`config.mk`:
```
export PLATFORM = sky130hd
export DESIGN_NAME = vca_ctrl
export DESIGN_NICKNAME = d
export VERILOG_FILES = /design/src/design/vca_pkg.sv /design/src/design/vca_ctrl.sv
export SDC_FILE = /design/constraint.sdc
export NUM_CORES = 1
export LEC_CHECK = 0
export BUFFER_PORTS_ARGS = -buffer_cell sky130_fd_sc_hd__buf_2
export CAP_MARGIN = 30
export CORE_AREA = 4 4 41 43
export DETAILED_ROUTE_END_ITERATION = 10
export DIE_AREA = 0 0 45 47
export HOLD_SLACK_MARGIN = 0.02
export PLACE_DENSITY_LB_ADDON = 0.08
export REMOVE_ABC_BUFFERS = 1
export SETUP_SLACK_MARGIN = 0.1
export SLEW_MARGIN = 20
export SYNTH_ARGS = -nofsm -noshare
export SYNTH_HDL_FRONTEND = slang
export SYNTH_SLANG_ARGS = --single-unit
```
`constraint.sdc`:
```
create_clock -name clk -period 1.51 [get_ports clk]
set_clock_uncertainty 0.1 [all_clocks]
set_input_delay 0.3775 -clock clk [delete_from_list [all_inputs] [get_ports clk]]
set_output_delay 0.3775 -clock clk [all_outputs]
set_load 0.02 [all_outputs]
```
`src/design/vca_pkg.sv`:
```
`default_nettype none
package vca_pkg;

  // default sizing
  localparam int GRID_BITS_DEF  = 5;
  localparam int COUNT_BITS_DEF = 16;
  localparam int FRAC_BITS_DEF  = 16;

  // configuration register indexes
  localparam logic [2:0] REG_MIN_X     = 3'd0;
  localparam logic [2:0] REG_MIN_Y     = 3'd1;
  localparam logic [2:0] REG_MIN_Z     = 3'd2;
  localparam logic [2:0] REG_INV_SIZE  = 3'd3;
  localparam logic [2:0] REG_COLOR_EN  = 3'd4;

  // request function codes
  localparam logic FUNC_ADD  = 1'b0;
  localparam logic FUNC_EMIT = 1'b1;

  // controller to datapath commands
  typedef struct packed {
    logic load;       // latch request fields, clear scan offset
    logic mul;        // register axis products
    logic rd_add;     // read the target voxel, latch its index
    logic wr_add;     // accumulate into the target voxel
    logic scan_rd;    // read voxel at scan pointer + offset
    logic scan_hit;   // latch hit entry, clear it, start averaging
    logic scan_next;  // advance scan offset
    logic scan_miss;  // nothing occupied, rewind pointer
    logic div_step;   // one quotient bit per channel
    logic fin_add;    // present add result
    logic fin_emit;   // present emit result
    logic clr_step;   // clear one store entry
  } cmd_t;

  // datapath to controller status
  typedef struct packed {
    logic func;
    logic drop;
    logic hit;
    logic scan_last;
    logic div_last;
    logic clr_last;
  } status_t;

endpackage
`default_nettype wire

```
`src/design/vca_ctrl.sv`:
```
`default_nettype none
module vca_ctrl (
  input  wire                 clk,
  input  wire                 rst,
  input  wire                 start,
  output logic                busy,
  input  vca_pkg::status_t    status,
  output vca_pkg::cmd_t       cmd
);
  import vca_pkg::*;

  localparam logic [3:0] S_CLR      = 4'd0;
  localparam logic [3:0] S_IDLE     = 4'd1;
  localparam logic [3:0] S_MUL      = 4'd2;
  localparam logic [3:0] S_CHK      = 4'd3;
  localparam logic [3:0] S_ADD_WR   = 4'd4;
  localparam logic [3:0] S_SCAN_RD  = 4'd5;
  localparam logic [3:0] S_SCAN_CHK = 4'd6;
  localparam logic [3:0] S_DIV      = 4'd7;
  localparam logic [3:0] S_FIN      = 4'd8;

  logic [3:0] state;
  logic [3:0] state_next;

  always_ff @(posedge clk) begin
    if (rst) begin
      state <= S_CLR;
    end else begin
      state <= state_next;
    end
  end

  assign busy = (state != S_IDLE);

  // next state and commands
  always_comb begin
    cmd = '0;
    state_next = state;
    case (state)
      S_CLR: begin
        cmd.clr_step = 1'b1;
        if (status.clr_last) state_next = S_IDLE;
      end
      S_IDLE: begin
        if (start) begin
          cmd.load = 1'b1;
          state_next = status.func ? S_SCAN_RD : S_MUL;
        end
      end
      S_MUL: begin
        cmd.mul = 1'b1;
        state_next = S_CHK;
      end
      S_CHK: begin
        if (status.drop) begin
          cmd.fin_add = 1'b1;
          state_next = S_IDLE;
        end else begin
          cmd.rd_add = 1'b1;
          state_next = S_ADD_WR;
        end
      end
      S_ADD_WR: begin
        cmd.wr_add = 1'b1;
        cmd.fin_add = 1'b1;
        state_next = S_IDLE;
      end
      S_SCAN_RD: begin
        cmd.scan_rd = 1'b1;
        state_next = S_SCAN_CHK;
      end
      S_SCAN_CHK: begin
        if (status.hit) begin
          cmd.scan_hit = 1'b1;
          state_next = S_DIV;
        end else if (status.scan_last) begin
          cmd.scan_miss = 1'b1;
          cmd.fin_emit = 1'b1;
          state_next = S_IDLE;
        end else begin
          cmd.scan_next = 1'b1;
          state_next = S_SCAN_RD;
        end
      end
      S_DIV: begin
        cmd.div_step = 1'b1;
        if (status.div_last) state_next = S_FIN;
      end
      S_FIN: begin
        cmd.fin_emit = 1'b1;
        state_next = S_IDLE;
      end
      default: state_next = S_IDLE;
    endcase
  end

  // a request always leaves idle
  a_accept_busy: assert property (@(posedge clk) disable iff (rst)
    (start && !busy) |=> busy)
    else $error("accepted request did not raise busy");

  // at most one result per cycle, and results end a request
  a_one_fin: assert property (@(posedge clk) disable iff (rst)
    (cmd.fin_add || cmd.fin_emit) |=> (state == S_IDLE))
    else $error("result not followed by idle");

  a_fin_excl: assert property (@(posedge clk) disable iff (rst)
    $onehot0({cmd.fin_add, cmd.fin_emit, cmd.clr_step}))
    else $error("conflicting result commands");

  // no request taken during the clearing pass
  a_clr_busy: assert property (@(posedge clk) disable iff (rst)
    cmd.clr_step |-> !cmd.load)
    else $error("request accepted while clearing");

endmodule
`default_nettype wire

```
==> run summary, run 1 <==
Final core utilization: 67.12%
Layout cells sized above 1: 73.47%
Area of the core: 0.001301 mm^2
Placed cell count: 104
Main synth FF type: dfxtp_1
IO Port Bufs: 21
N_diodes: 0
Netlist cell types: 28
CTS Root Cell: clkbuf_4
Iteration-0 DRC Markers: 5
Slew @ Worst Pin: 236.0 ps
Cell Area, Placed: 620.6 um^2
DR vias: 568
Total gr overflow: 0
Hold Vio Cnt, Final: 0
Synth top area share: 19.05%
Area of the die: 0.002115 mm^2
# setup viols final: 11
Num rows: 13
Post-CTS Hold Buffers: 0
Post-DP HPWL: 1003 um
Reg clk slew, reported paths: 40 ps
Post-synthesis register bit count: 4
Worst-skew pair later-pin latency: 230 ps
Largest register FFs: 4
Register-to-register setup slack: 20 ps
Endpoint class of the critical path: output port
Crit path kind: flop to output port
Most flops, register: state
Number of enable flip-flop cells after synthesis: 0
TritonCTS Sinks: 4
Critical Path RT: 1030 ps
Pwr dens: 435.2 mW/mm^2
Fin crit share: 110.9%
Share of synthesized registers carrying an async set or reset: 0%
Failing checks: setup timing
Synth area leaders: dfxtp_1 (19%), nor2_1 (8.9%), nor2b_1 (7.4%)
Outcome: finished, violations left
CP Launch Type: flop
Drt drc: 0
Vias in the first global route: 528
Setup ws final: -164.3 ps
Yosys warning count: 0
Max Fclk: 597.3 MHz
VDD IR-drop max: 387.1 uV
Slew HR: 84.18%
Antenna Violating Nets Remaining: 0
Most common cell in the netlist: nor2_1
Largest net degree at the start of global routing: 8
Biggest regs: state (4)
Design area: 873.3 um^2
Crit-path max FO: 7
Final non-filler cell total: 113
Synth area leader: dfxtp_1
RSZ-0062 raised after global routing: yes
Worst min path class: primary input to flop
H-tree depth: 1
Die W: 45 um
Seq/Total Area, Yosys: 19.05%
Gpl congestion: 0.7157
All-Layer GR Usage: 14.29%
Post-DR wirelength/cell: 13.35 um
Cts bufs inserted: 3
Synthesized area: 420.4 um^2
Slew Limit Fails: 0
Vias per inst: 5.027
First-pass GRT wire length: 2180 um
CTS tree: done
Min Tclk post-route: 1674 ps
Total Nets Final: 109
Initial Util: 32.31%
Post-Syn Instances: 58
Die Y: 47 um
Lkg Pwr: 0.3907 nW
Antenna violations before repair: 0
Routed WL: 1509 um
First-pass detailed-route iteration total: 6
Top post-synthesis cells by count: nor2_1 (10), nor2b_1 (5), dfxtp_1 (4), nand2_1 (4)
Critical Path AT: 1200 ps
Syn avg cell area: 7.248 um^2
CTS max path bufs: 2
Area delta synth->final: 107.7%
Io pins: 22
Maxcap violations: 0
cell type report:
cell class | count | area [um^2]
fillers | 107 | 427.9
multi-input cells | 48 | 409.1
repair buffers | 41 | 320.3
flip-flops and latches | 4 | 95.09
clock buffers | 3 | 22.52
well taps | 15 | 18.77
inverters | 2 | 7.507
cell usage in the layout (no fill, tap or decap), drive strengths merged, types with 3 or more instances in the layout:
| cell | count |
|---|---|
| buf | 41 |
| nor2 | 10 |
| nor2b | 5 |
| dfxtp | 4 |
| nand2 | 4 |
| nor3 | 4 |
| clkbuf | 3 |
| nand2b | 3 |
| and3 | 3 |
power breakdown:
part	internal (mW)	switching [mW]
Combinational	0.0754	0.0647
Sequential	0.105	0.00621
Clock	0.0887	0.0404
per-stage QoR:
| step | worst slack (ps) | TNS [ps] | hold slack, ps | power, mW |
|---|---|---|---|---|
| 2_1_floorplan | -362.8 | -948.4 | 342.1 | 0.1627 |
| 3_3_place_gp | -13.84 | -13.84 | 513.5 | 0.2135 |
| 3_5_place_dp | -4.059 | -6.370 | 515.6 | 0.2138 |
| 4_1_cts | -164.9 | -1218 | 264.6 | 0.3636 |
| 5_1_grt | -254.5 | -1997 | 269.2 | 0.4100 |
| 6_report | -164.3 | -1146 | 265.0 | 0.3801 |
final timing paths:
path / startpoint / endpoint / depth (start not counted)
worst max-delay path: state[2] / cmd[1] / 5
worst min-delay path: rst / state[0] / 2
worst max register to register: state[0] / state[2] / 7
worst min register to register: state[2] / state[3] / 3
repair_timing:
action                                  CTS  global route
endpoints found under the setup margin   14            16
setup buffers                             3             3
pin swaps                                 4             9
gates resized for setup                  28            24
worst max-delay path, cell delays in order, from the launching register on:
cell	delay (ps)
dfxtp_4	360
buf_4	140
nor3b_2	170
a31oi_1	60
nor2_1	90
buf_4	140
metal layers:
metal | GRT usage, % | part of all wire (%) | up-vias
met1 | 14.97 | 41 | 257
li1 | - | - | 287
met4 | 8.772 | 2.3 | 0
met2 | 26.55 | 51 | 20
met3 | 2.299 | 5.6 | 4
met5 | 0 | 0 | -
cell families after synthesis:
group	Yosys count	share of synthesized area, %
compound gates	11	20.53
buf+inv	6	8.630
flops	4	19.05
simple gates	37	51.79
Power figures use the tool's default switching activity.
==> run 2, diff against run 1 <==
--- a/config.mk
+++ b/config.mk
@@ -7,9 +7,11 @@
 export LEC_CHECK = 0
 export BUFFER_PORTS_ARGS = -buffer_cell sky130_fd_sc_hd__buf_2
 export CAP_MARGIN = 30
-export CORE_AREA = 4 4 41 43
+export CELL_PAD_IN_SITES_DETAIL_PLACEMENT = 1
+export CELL_PAD_IN_SITES_GLOBAL_PLACEMENT = 1
+export CORE_MARGIN = 4
+export CORE_UTILIZATION = 28
 export DETAILED_ROUTE_END_ITERATION = 10
-export DIE_AREA = 0 0 45 47
 export HOLD_SLACK_MARGIN = 0.02
 export PLACE_DENSITY_LB_ADDON = 0.08
 export REMOVE_ABC_BUFFERS = 1
==> run summary, run 2 (synthesized netlist as in run 1, its figures left out) <==
Outcome: finished, violations left
Failing checks: setup timing
Layout cells sized above 1: 76.77% (+3.3 points)
Crit-path max FO: 5 (-2)
Largest net degree at the start of global routing: 7 (-1)
Iteration-0 DRC Markers: 8 (+3)
Maxcap violations: 0 (unchanged)
Endpoint class of the critical path: output port
N_diodes: 0 (unchanged)
DR vias: 605 (+6.5%)
IO Port Bufs: 21 (unchanged)
Hold_ws: 261.7 ps (-3.331 ps)
Post-DR wirelength/cell: 19.08 um (+43%)
Slew HR: 83.48% (-0.71 points)
Io pins: 22 (unchanged)
CTS max path bufs: 2 (unchanged)
Largest register FFs: 4 (unchanged)
Area of the core: 0.001350 mm^2 (+3.7%)
Pre-CTS WS: -32.86 ps (-28.80 ps)
Total gr overflow: 0 (unchanged)
TritonCTS Sinks: 4 (unchanged)
Total power: 0.3863 mW (+1.6%)
Pwr dens: 414.4 mW/mm^2 (-4.8%)
Post-DP HPWL: 1210 um (+21%)
Drt drc: 0 (unchanged)
Commonest non-fill, non-tap cell in the layout: buf_4
Lkg Pwr: 0.4243 nW (+8.6%)
CP Launch Type: flop
Die Y: 46.75 um (-0.53%)
Max Fclk: 583.9 MHz (-2.2%)
Setup ws final: -202.7 ps (-38.46 ps)
Num rows: 13 (unchanged)
Worst-skew pair later-pin latency: 230 ps (about the same)
RSZ-0062 raised after global routing: yes
CTS Root Cell: clkbuf_4
Cts bufs inserted: 3 (unchanged)
Critical Path RT: 1030 ps (about the same)
Vias per inst: 5.307 (+5.6%)
Worst min path class: primary input to flop
Gpl congestion: 0.7314 (+2.2%)
# setup viols final: 13 (+2)
First-pass detailed-route iteration total: 4 (-2)
Critical Path AT: 1240 ps (+40 ps)
Area of the die: 0.002186 mm^2 (+3.3%)
Most flops, register: state
Crit path kind: flop to output port
FILL cells: 152 (+42%)
Antenna violations before repair: 0 (unchanged)
VDD IR-drop max: 408.8 uV (+5.6%)
Post-route setup TNS: -1628 ps (-482.2 ps)
Vias in the first global route: 581 (+10%)
Reg clk slew, reported paths: 40 ps (about the same)
All-Layer GR Usage: 17.19% (+2.9 points)
Antenna Violating Nets Remaining: 0 (unchanged)
Routed WL: 2175 um (+44%)
Die W: 46.75 um (+3.9%)
Fin crit share: 113.4% (+2.5 points)
First-pass GRT wire length: 2580 um (+18%)
Total Nets Final: 110 (+0.92%)
H-tree depth: 1 (unchanged)
Slew @ Worst Pin: 247.2 ps (+11.24 ps)
Initial Util: 31.14% (-1.2 points)
Area delta synth->final: 121.7%
Biggest regs: state (4)
Slew Limit Fails: 0 (unchanged)
CTS tree: done
Hold Vio Cnt, Final: 0 (unchanged)
Min Tclk post-route: 1713 ps (+38.46 ps)
Most frequent cells in the layout: buf_4 (19), buf_6 (15), buf_2 (8)
==> run 2: cell count changes in the layout (fill, tap and decap cells not counted), moves of 2 or more <==
| cell | change |
|---|---|
| buf_6 | +5 |
| nor3_4 | +3 |
| and3_1 | +2 |
| and3_4 | -2 |
| buf_2 | -2 |
| buf_4 | -2 |
| nor3_1 | -2 |
==> run 2: cell type report <==
class                           count  area [um^2]  share of cell area, %
Tap cell                           15        18.77                  2.013
Inverter                            2        7.507                 0.8054
Multi-Input combinational cell     48        436.7                  46.85
Timing Repair Buffer               42        351.6                  37.72
Sequential cell                     4        95.09                  10.20
Clock buffer                        3        22.52                  2.416
==> run 2: timing repair <==
action                     4_1_cts  5_1_grt
setup buffers                    3        3
pin swaps                        5        4
setup endpoints to repair       15       16
resized for setup               36       29
hold buffers                     0        0
==> run 2: report_power, final <==
group	switching [mW]	total, mW	internal (mW)
sequential	0.00833	0.113	0.105
clock	0.0431	0.132	0.0889
combinational	0.0683	0.141	0.0731
total	0.120	0.386	0.267
==> run 2: routing by layer <==
metal  vias up  GRT usage (%)  share of wire (%)
li1        291              -                  -
met1       293          18.43                 39
met2        17          31.04                 56
met3         4          2.299                3.4
met4         0          11.60                1.4
met5         -              0                  0
==> run 2: path summary, 6_finish.rpt <==
check,from,to,slack [ps],cells past startpoint
min,rst,state[0],260,2
max reg2reg,state[1],state[0],130,5
min reg2reg,state[0],state[3],510,2
max,state[2],cmd[0],-200,4
==> run 2: stage by stage <==
| stage | utilization, % | area, um^2 | instances |
|---|---|---|---|
| finish | 69.05 | 932.1 | 114 |
| floorplan | - | 391.6 | 54 |
| global placement | 46.52 | 628.1 | 105 |
| CTS | 58.85 | 794.5 | 111 |
| detailed placement | 46.52 | 628.1 | 105 |
| global route | 69.05 | 932.1 | 114 |
==> run 2: worst max-delay path, cell delays in order, from the launching register on <==
cell and delay [ps]:
dfxtp_4 360, buf_4 140, buf_4 140, nor4_4 160, buf_4 190
==> run 3, diff against run 2 <==
--- a/config.mk
+++ b/config.mk
@@ -20,3 +20,4 @@
 export SYNTH_ARGS = -nofsm -noshare
 export SYNTH_HDL_FRONTEND = slang
 export SYNTH_SLANG_ARGS = --single-unit
+export TNS_END_PERCENT = 5
==> run summary, run 3 (synthesized netlist as in run 1, its figures left out) <==
N_diodes: 0 (unchanged)
Slew Limit Fails: 0 (unchanged)
# setup viols final: 13 (unchanged)
Post-DR wirelength/cell: 16.73 um (-12%)
Design area: 857.1 um^2 (-8.1%)
Worst-skew pair later-pin latency: 240 ps (about the same)
Io pins: 22 (unchanged)
Drt drc: 0 (unchanged)
Layout cells sized above 1: 72.45% (-4.3 points)
Failing checks: setup timing
Fin crit share: 114.1% (+0.64 points)
DR vias: 601 (-0.66%)
Die W: 46.75 um (unchanged)
Largest net degree at the start of global routing: 8 (+1)
CTS Root Cell: clkbuf_4
Biggest regs: state (4)
TritonCTS Sinks: 4 (unchanged)
Die Y: 46.75 um (unchanged)
Critical Path RT: 1030 ps (about the same)
Largest register FFs: 4 (unchanged)
Outcome: finished, violations left
Switching power: 0.1126 mW (-5.9%)
Min Tclk post-route: 1722 ps (+9.706 ps)
Routed WL: 1891 um (-13%)
Maxcap violations: 0 (unchanged)
Pwr dens: 438.9 mW/mm^2 (+5.9%)
Worst min path class: primary input to flop
CP Launch Type: flop
Most flops, register: state
Reg clk slew, reported paths: 40 ps (about the same)
Net Sw Frac: 29.94% (-1.1 points)
Vias in the first global route: 562 (-3.3%)
Area of the die: 0.002186 mm^2 (unchanged)
First-pass detailed-route iteration total: 4 (unchanged)
Max Fclk: 580.6 MHz (-0.56%)
VDD IR-drop max: 287.9 uV (-30%)
IO Port Bufs: 21 (unchanged)
Vias per inst: 5.319 (+0.22%)
Commonest non-fill, non-tap cell in the layout: buf_4
CTS tree: done
Most frequent cells in the layout: buf_4 (22), buf_6 (10), buf_2 (9)
Post-DP HPWL: 1210 um (unchanged)
RSZ-0062 raised after global routing: yes
Crit-path max FO: 5 (unchanged)
H-tree depth: 1 (unchanged)
Post-CTS Hold Buffers: 0 (unchanged)
Total power: 0.3762 mW (-2.6%)
Gpl congestion: 0.7314 (unchanged)
Total gr overflow: 0 (unchanged)
Endpoint class of the critical path: output port
Iteration-0 DRC Markers: 3 (-5)
Slew @ Worst Pin: 281.1 ps (+33.85 ps)
Final non-filler cell total: 113 (-0.88%)
Design internal power: 0.2635 mW (-1.1%)
Cts bufs inserted: 3 (unchanged)
Hold Vio Cnt, Final: 0 (unchanged)
First-pass GRT wire length: 2594 um (+0.54%)
Slew HR: 81.26% (-2.2 points)
Setup ws final: -212.4 ps (-9.706 ps)
Cell Area, Placed: 628.1 um^2 (unchanged)
CTS max path bufs: 2 (unchanged)
Post-route setup TNS: -1451 ps (+176.8 ps)
Initial Util: 31.14% (unchanged)
Area of the core: 0.001350 mm^2 (unchanged)
Comb power frac: 35.4% (-1.2 points)
Critical Path AT: 1240 ps (about the same)
Placed cell count: 105 (unchanged)
Num rows: 13 (unchanged)
Seq pwr share: 29.3% (about the same)
Area delta synth->final: 103.9%
All-Layer GR Usage: 17.56% (+0.38 points)
Antenna Violating Nets Remaining: 0 (unchanged)
Antenna violations before repair: 0 (unchanged)
Total Nets Final: 109 (-0.91%)
Crit path kind: flop to output port
Lkg Pwr: 0.4032 nW (-5.0%)
Clock power frac: 35.2% (+1.0 points)
Pre-CTS WS: -32.86 ps (unchanged)
==> run 3: area by class of cell <==
class                   count  area, um^2
clock buffers               3       22.52
flip-flops and latches      4       95.09
multi-input cells          48       390.4
repair buffers             41       322.8
inverters                   2       7.507
fillers                   170       493.0
well taps                  15       18.77
==> run 3: critical path, stage by stage (launching register included) <==
cell,delay [ps]
dfxtp_4,360
buf_4,120
nand2b_4,60
nor2_1,130
a31oi_1,60
nor2_1,110
buf_4,150
==> run 3: power groups by stage <==
stage | logic [mW] | registers, mW | clock network (mW)
after global placement | 0.0991 | 0.116 | 0
after CTS | 0.114 | 0.112 | 0.138
after global routing | 0.142 | 0.111 | 0.148
after floorplan | 0.0453 | 0.117 | 0
final | 0.133 | 0.110 | 0.133
after detailed placement | 0.101 | 0.116 | 0
==> run 3: per-layer routing <==
metal | track usage [%] | vias to the layer above | routed length, um
met5 | 0 | - | 0
met4 | 13.26 | 0 | 71
met2 | 31.59 | 17 | 1062
li1 | - | 289 | -
met3 | 2.682 | 8 | 70
met1 | 18.16 | 287 | 686
==> run 3: metrics by stage <==
step           utilization [%]  hold slack (ps)
2_1_floorplan                -            342.1
3_3_place_gp             46.52            504.2
3_5_place_dp             46.52            508.2
4_1_cts                  55.70            249.4
5_1_grt                  63.48            255.1
6_report                 63.48            249.8
==> run 3: path summary, 6_finish.rpt <==
kind                               start        to  slack [ps]  depth (start not counted)
worst max-delay path            state[2]    cmd[2]        -210                          6
worst min-delay path                 rst  state[0]         250                          2
worst max register to register  state[2]  state[1]          60                          6
worst min register to register  state[2]  state[3]         550                          2
==> run 3: timing repair <==
action                                  4_1_cts  5_1_grt
pin swaps                                     5        5
buffers inserted                              2        3
endpoints found under the setup margin       15       15
gates resized for setup                      27       22
cloned                                        0        0
